## src/rtl/core/tpq_ram.sv

```systemverilog
// ----------------------------------------------------------------------------
// tpq_ram: generic single-write, single-read synchronous RAM
// One write port, one read port, read data registered.
// ----------------------------------------------------------------------------
module tpq_ram #(
    parameter int WIDTH = 8,
    parameter int DEPTH = 16
) (
    input  logic                     clk,
    input  logic                     we,
    input  logic [$clog2(DEPTH)-1:0] waddr,
    input  logic [WIDTH-1:0]         wdata,
    input  logic [$clog2(DEPTH)-1:0] raddr,
    output logic [WIDTH-1:0]         rdata
);

    logic [WIDTH-1:0] mem [DEPTH];

    // write port
    always_ff @(posedge clk)
    begin
        if (we)
        begin
            mem[waddr] <= wdata;
        end
    end

    // registered read, returns old data on a same-address write
    always_ff @(posedge clk)
    begin
        rdata <= mem[raddr];
    end

endmodule

```

## config.mk

```make
export PLATFORM = sky130hd
export DESIGN_NAME = tpq_ram
export DESIGN_NICKNAME = d
export VERILOG_FILES = /design/src/rtl/core/tpq_ram.sv
export SDC_FILE = /design/constraint.sdc
export NUM_CORES = 1
export LEC_CHECK = 0
export BUFFER_PORTS_ARGS = -buffer_cell sky130_fd_sc_hd__clkbuf_2
export CAP_MARGIN = 10
export CORE_MARGIN = 10
export CORE_UTILIZATION = 47
export CTS_CLUSTER_SIZE = 16
export DETAILED_ROUTE_END_ITERATION = 12
export GPL_TIMING_DRIVEN = 1
export RECOVER_POWER = 100
export SETUP_SLACK_MARGIN = 0.4
export SLEW_MARGIN = 40
export SYNTH_ARGS = -nofsm -noshare
export SYNTH_HDL_FRONTEND = slang
export SYNTH_SLANG_ARGS = --single-unit
```

## constraint.sdc

```tcl
create_clock -name clk -period 4.8 [get_ports clk]
set_input_delay 0.48 -clock clk [delete_from_list [all_inputs] [get_ports clk]]
set_output_delay 0.48 -clock clk [all_outputs]
set_load 0.03 [all_outputs]
```

==> key figures, run 1 <==
Final layout
  – Nets: ~290
  – Layout cells sized above 1: 0.203
  – Final Util: 0.556
  – Synth-to-layout area growth: 16.5%
  – Ant diodes: 0

STA
  – Slew @ Worst Pin: 1.87 ns
  – Final Hold Viols: 0
  – Period minus WS final: approximately 2.8 ns
  – Worst Clk Skew: 0.00728 ns
  – RSZ-0062 raised after global routing: no
  – Fmax: between 300 and 400 MHz
  – Finish-stage setup viols: 0
  – Slew margin rel.: -0.244
  – Setup_tns: 0 ns
  – Slew Viols, Final: 25
  – Tcrit/Tclk final: 0.585

Routing
  – Via/cell ratio: ~5.7
  – Routed WL: 10600 µm
  – DRC viols: 0
  – Routed length per placed instance: about 25 µm
  – Routed Antenna Nets: 0
  – Total number of vias: 2400
  – Total iterations of the first detailed-routing run: 5
  – Drt first-iter violations: around 240

Synth
  – Synth Cell Area: around 5000 µm²
  – Yosys top cell area share: 0.747
  – Async SR Flop Fraction: 0
  – Synth area leader: edfxtp_1
  – Syn Area/Cell: between 20 and 25 µm²
  – Distinct cells, synth: 19
  – Number of enable flip-flop cells after synthesis: 128
  – Post-synthesis register bit count: around 140
  – Ys flop type: edfxtp_1
  – Post-synthesis sequential area ratio: 0.778
  – Gate Count Post-Synth: ~230
  – Yosys warns: 0
  – Syn Nets: roughly 250
  – Top cells by area, synth: edfxtp_1 (75%), mux4_2 (7.9%), mux4_1 (7.1%)
  – Count leader, synth: edfxtp_1
  – Top cells by count, synth: edfxtp_1 (128), mux4_2 (18), a22oi_1 (16)

Floorplan
  – Full die area: around 16000 µm²
  – Die W: 125 µm
  – Row cnt: 38
  – Starting Density: 0.477
  – Core area: ~11000 µm²
  – Die height: roughly 120 µm
  – Boundary Pins: 26

Clock tree
  – Resize count post-CTS: 0
  – Cts hold-fix bufs: 0
  – TritonCTS Buffers: 17
  – CTS root buf: clkbuf_8
  – Clock Path Buffers: 2
  – Post-CTS Setup Bufs: 0
  – H-Tree Depth: 4
  – Clock Sinks: approximately 140
  – Clock transition at path regs: around 0.06 ns
  – Clk_lat worst skew: roughly 0.5 ns
  – CTS tree: yes

Placed design
  – DP HPWL: between 6000 and 7000 µm
  – Number of I/O port buffers: 25
  – Gpl congestion: ~0.72

Power and ir drop
  – VDD IR max: 0.211 mV
  – Total power: 2.84 mW
  – Pwr per Cell Area: around 470 nW/µm²
  – Pleak: roughly 2 nW

Global routing
  – First-pass GRT wire length: around 16000 µm
  – GRT Resource Usage Total: 0.139
  – Initial antenna violation count: 0
  – Pin count of the biggest net entering global routing: 33
  – Vias in the first global route: between 2000 and 3000
  – Total grt overflow: 0

Status
  – Failing checks: max-capacitance violations, max-slew violations
  – Outcome: finished with violations

Setup path
  – Crit-path max FO: 24
  – Setup crit end kind: flop
  – Crit start category: primary input
  – WP data arrival: around 3.2 ns
  – Setup CP Type: primary input to flop
  – Critical Path RT: slightly above 5 ns

Hold path
  – Min-Delay Path Class: primary input to flop

Flow run
  – Max-Cap Viols: 1
==> kinds of logic (layout without fill, tap and decap cells) <==
group                  Yosys count  count (layout)  synth area share
AOI/OAI and AO/OA               16              16            0.0233
buffers and inverters           10              62            0.0168
DFF                            136             136             0.778
and+or+nand+nor                 35              35            0.0318
muxes                           32              32             0.150
==> worst paths after layout <==
kind	cells after the start	slack (ns)	endpoint	start
hold / removal	2	0.46	mem[4][1]	waddr[0]
hold reg to reg	3	0.67	rdata[6]	mem[14][6]
setup reg to reg	3	3.45	rdata[3]	mem[9][3]
setup / recovery	5	1.99	rdata[0]	raddr[0]
==> area by class of cell <==
cell class / count / area [µm²]
fill: 811 / 4800
sequential: 136 / 4000
multi-input combinational: 83 / 1060
clock buffer: 19 / 432
clock inverter: 13 / 203
tap: 140 / 175
timing repair buffer: 30 / 123
==> metal layers <==
metal  vias to the layer above  share of wire  routed length, µm  global-route usage
met1                      1249           0.45               4760               0.193
met5                         -              0                  0                   0
met3                        11          0.077                809              0.0430
met2                        89           0.46               4820               0.196
met4                         0          0.017                175              0.0624
li1                       1051              -                  -                   -
==> per-stage QoR <==
stage / cell area [µm²] / worst slack, ns / instances / hold WS [ns]
after floorplan: 5150 / 2.83 / 229 / 0.579
after global placement: 5400 / 2.43 / 389 / 0.650
after detailed placement: 5420 / 2.42 / 389 / 0.652
after CTS: 6060 / 2.96 / 421 / 0.369
after global routing: 6000 / 1.69 / 421 / 0.450
final: 6000 / 1.99 / 421 / 0.458
==> flip-flops by register name, indices dropped and copies added, names as in the netlist <==
signal / flops
rdata: 8
mem: 128
==> worst max-delay path, stage by stage <==
cell,delay [ns]
clkbuf_2,0.28
clkbuf_1,1.38
mux4_1,0.78
a22oi_1,0.17
nand2_1,0.09
==> power by group <==
group | switching [mW] | internal [mW]
clock | 0.465 | 0.907
combinational | 0.0831 | 0.0444
sequential | 0.00876 | 1.33
total | 0.557 | 2.28
==> cells in the final DEF, fill, tap and decap left out, drive strengths merged <==
master	count
edfxtp	128
clkbuf	49
mux4	32
a22oi	16
nor2	13
nand2	9
dfxtp	8
clkinv	6
bufinv	5
nor3	4
nand3b	2
nand2b	2
clkinvlp	2
nor2b	1
and2	1
and2b	1
nand3	1
or3b	1
Note: power is estimated with default switching activity, not from simulation.
==> run 2, diff against run 1 <==
- clock period: 4.8 -> 2.8 ns (I/O delays scaled with it)
==> run 2 against run 1 <==
Net effect: first-iteration DRC count decreased by 7.6%; final cell count increased by 2.4%; register-to-register slack got worse by 2.1 ns; sequential share of layout area about the same; total power increased by 64%; utilization about the same; the run now ends clean; via count increased by 0.50%; non-clock buffer count increased by 11; final area about the same; routed wire length decreased by 6.3%.
==> key figures, run 2 (synthesis results as in run 1) <==
Status
  – Outcome: complete, no violations

STA
  – Slew margin rel.: 0.396 (+0.640)
  – Slew @ Worst Pin: 0.903 ns (-0.963 ns)
  – Final Hold Viols: 0 (unchanged)
  – Period minus WS final: around 1.8 ns
  – RSZ-0062 raised after global routing: no
  – Finish-stage setup viols: 0 (unchanged)
  – Tcrit/Tclk final: 0.649
  – Worst Clk Skew: 0.00714 ns (-0.000141 ns)
  – Fmax: ~550 MHz
  – Slew Viols, Final: 0 (-100%)
  – Setup_tns: 0 ns (unchanged)

Clock tree
  – Clock Sinks: 136 (unchanged)
  – Clk_lat worst skew: 0.52 ns (about the same)
  – CTS tree: yes
  – Clock Path Buffers: 2 (unchanged)
  – Resize count post-CTS: 0 (unchanged)
  – TritonCTS Buffers: 17 (unchanged)
  – Post-CTS Setup Bufs: 0 (unchanged)
  – H-Tree Depth: 4 (unchanged)
  – Clock transition at path regs: 0.06 ns (about the same)
  – CTS root buf: clkbuf_8
  – Cts hold-fix bufs: 0 (unchanged)

Global routing
  – Initial antenna violation count: 0 (unchanged)
  – Vias in the first global route: 2586 (+2.9%)
  – Pin count of the biggest net entering global routing: 25 (-24%)
  – Total grt overflow: 0 (unchanged)
  – GRT Resource Usage Total: 0.135 (-0.00417)
  – First-pass GRT wire length: 15500 µm (-2.7%)

Routing
  – Routed Antenna Nets: 0 (unchanged)
  – DRC viols: 0 (unchanged)
  – Routed length per placed instance: 23.0 µm (-8.5%)
  – Total iterations of the first detailed-routing run: 5 (unchanged)
  – Via/cell ratio: 5.60 (-1.8%)
  – Drt first-iter violations: 220 (-7.6%)
  – Routed WL: 9900 µm (-6.3%)
  – Total number of vias: 2412 (+0.50%)

Power and ir drop
  – VDD IR max: 0.383 mV (+81%)
  – Pleak: 1.94 nW (-0.61%)
  – Pwr per Cell Area: 776 nW/µm² (+64%)
  – Total power: 4.65 mW (+64%)

Hold path
  – Hold_sp: waddr[1]
  – Min-Delay Path Class: primary input to flop

Final layout
  – Max reg flops: 128 (unchanged)
  – Commonest non-fill, non-tap cells in the layout: edfxtp_1 (128), clkbuf_1 (35), mux4_2 (18)
  – Final cell count without fillers: 431 (+2.4%)
  – Most common cell after layout, fill and taps aside: edfxtp_1
  – Biggest regs: mem (128), rdata (8)
  – Synth-to-layout area growth: 16.5% (about the same)
  – Layout cells sized above 1: 0.189 (-0.0138)
  – Fill count: 836 (+3.1%)
  – Ant diodes: 0 (unchanged)
  – Top reg by flops: mem
  – Nets: 297 (+3.8%)

Placed design
  – Inst Count DP: 400 (+2.8%)
  – DP HPWL: 6400 µm (-0.32%)
  – Number of I/O port buffers: 25 (unchanged)
  – Gpl congestion: 0.711 (-0.67%)

Setup path
  – WP data arrival: 2.21 ns (-0.99 ns)
  – Setup crit end kind: flop
  – Setup CP Type: primary input to flop
  – Crit-path max FO: 24 (unchanged)
  – Worst Setup SP: raddr[0]
  – Critical Path RT: 3.19 ns (-2.00 ns)
  – R2r startpoint: mem[1][3]
  – Crit start category: primary input

Floorplan
  – Row cnt: 38 (unchanged)
  – Die height: 125 µm (unchanged)
  – Die W: 125 µm (unchanged)
  – Core area: 10800 µm² (unchanged)
  – Starting Density: 0.477 (unchanged)
  – Full die area: 15500 µm² (unchanged)
  – Boundary Pins: 26 (unchanged)

Flow run
  – Max-Cap Viols: 0 (-1)
-- run 2: through the flow --
step | worst slack [ns] | util | area (µm²) | hold WS (ns)
final | 0.982 | 0.555 | 5990 | 0.244
after global routing | 0.878 | 0.555 | 5990 | 0.246
after CTS | 1.26 | 0.562 | 6070 | 0.194
after detailed placement | 0.736 | 0.509 | 5500 | 0.665
after global placement | 0.763 | 0.509 | 5490 | 0.660
after floorplan | 1.03 | - | 5150 | 0.379
-- run 2: cell type report --
cell class,count,area (µm²),share of cell area
tap,140,175,0.0292
sequential,136,4000,0.668
clock inverter,12,153,0.0255
clock buffer,19,422,0.0703
timing repair buffer,41,184,0.0307
multi-input combinational,83,1060,0.176
-- run 2: path summary, 6_finish.rpt --
path / end / slack (ns) / cells after the start
setup / recovery: rdata[3] / 0.98 / 5
hold / removal: mem[4][7] / 0.24 / 2
setup reg to reg: rdata[3] / 1.34 / 3
hold reg to reg: rdata[6] / 0.68 / 3
-- run 2: routing by layer --
layer / routed length (µm) / part of all wire / global-route usage
met1: 4530 / 0.46 / 0.175
met3: 510 / 0.052 / 0.0528
met4: 132 / 0.013 / 0.0459
met2: 4720 / 0.48 / 0.202
met5: 0 / 0 / 0
-- run 2: critical path, cell delays in order --
cell	delay, ns
clkbuf_1	0.57
buf_12	0.31
mux4_1	0.58
a22oi_1	0.35
nand2_1	0.11
-- run 2: power breakdown --
group | total (mW) | switching (mW) | leakage [nW] | internal [mW]
combinational | 0.224 | 0.144 | 0.448 | 0.0798
clock | 2.14 | 0.788 | 0.272 | 1.35
sequential | 2.29 | 0.0126 | 1.22 | 2.28
total | 4.65 | 0.944 | 1.94 | 3.71
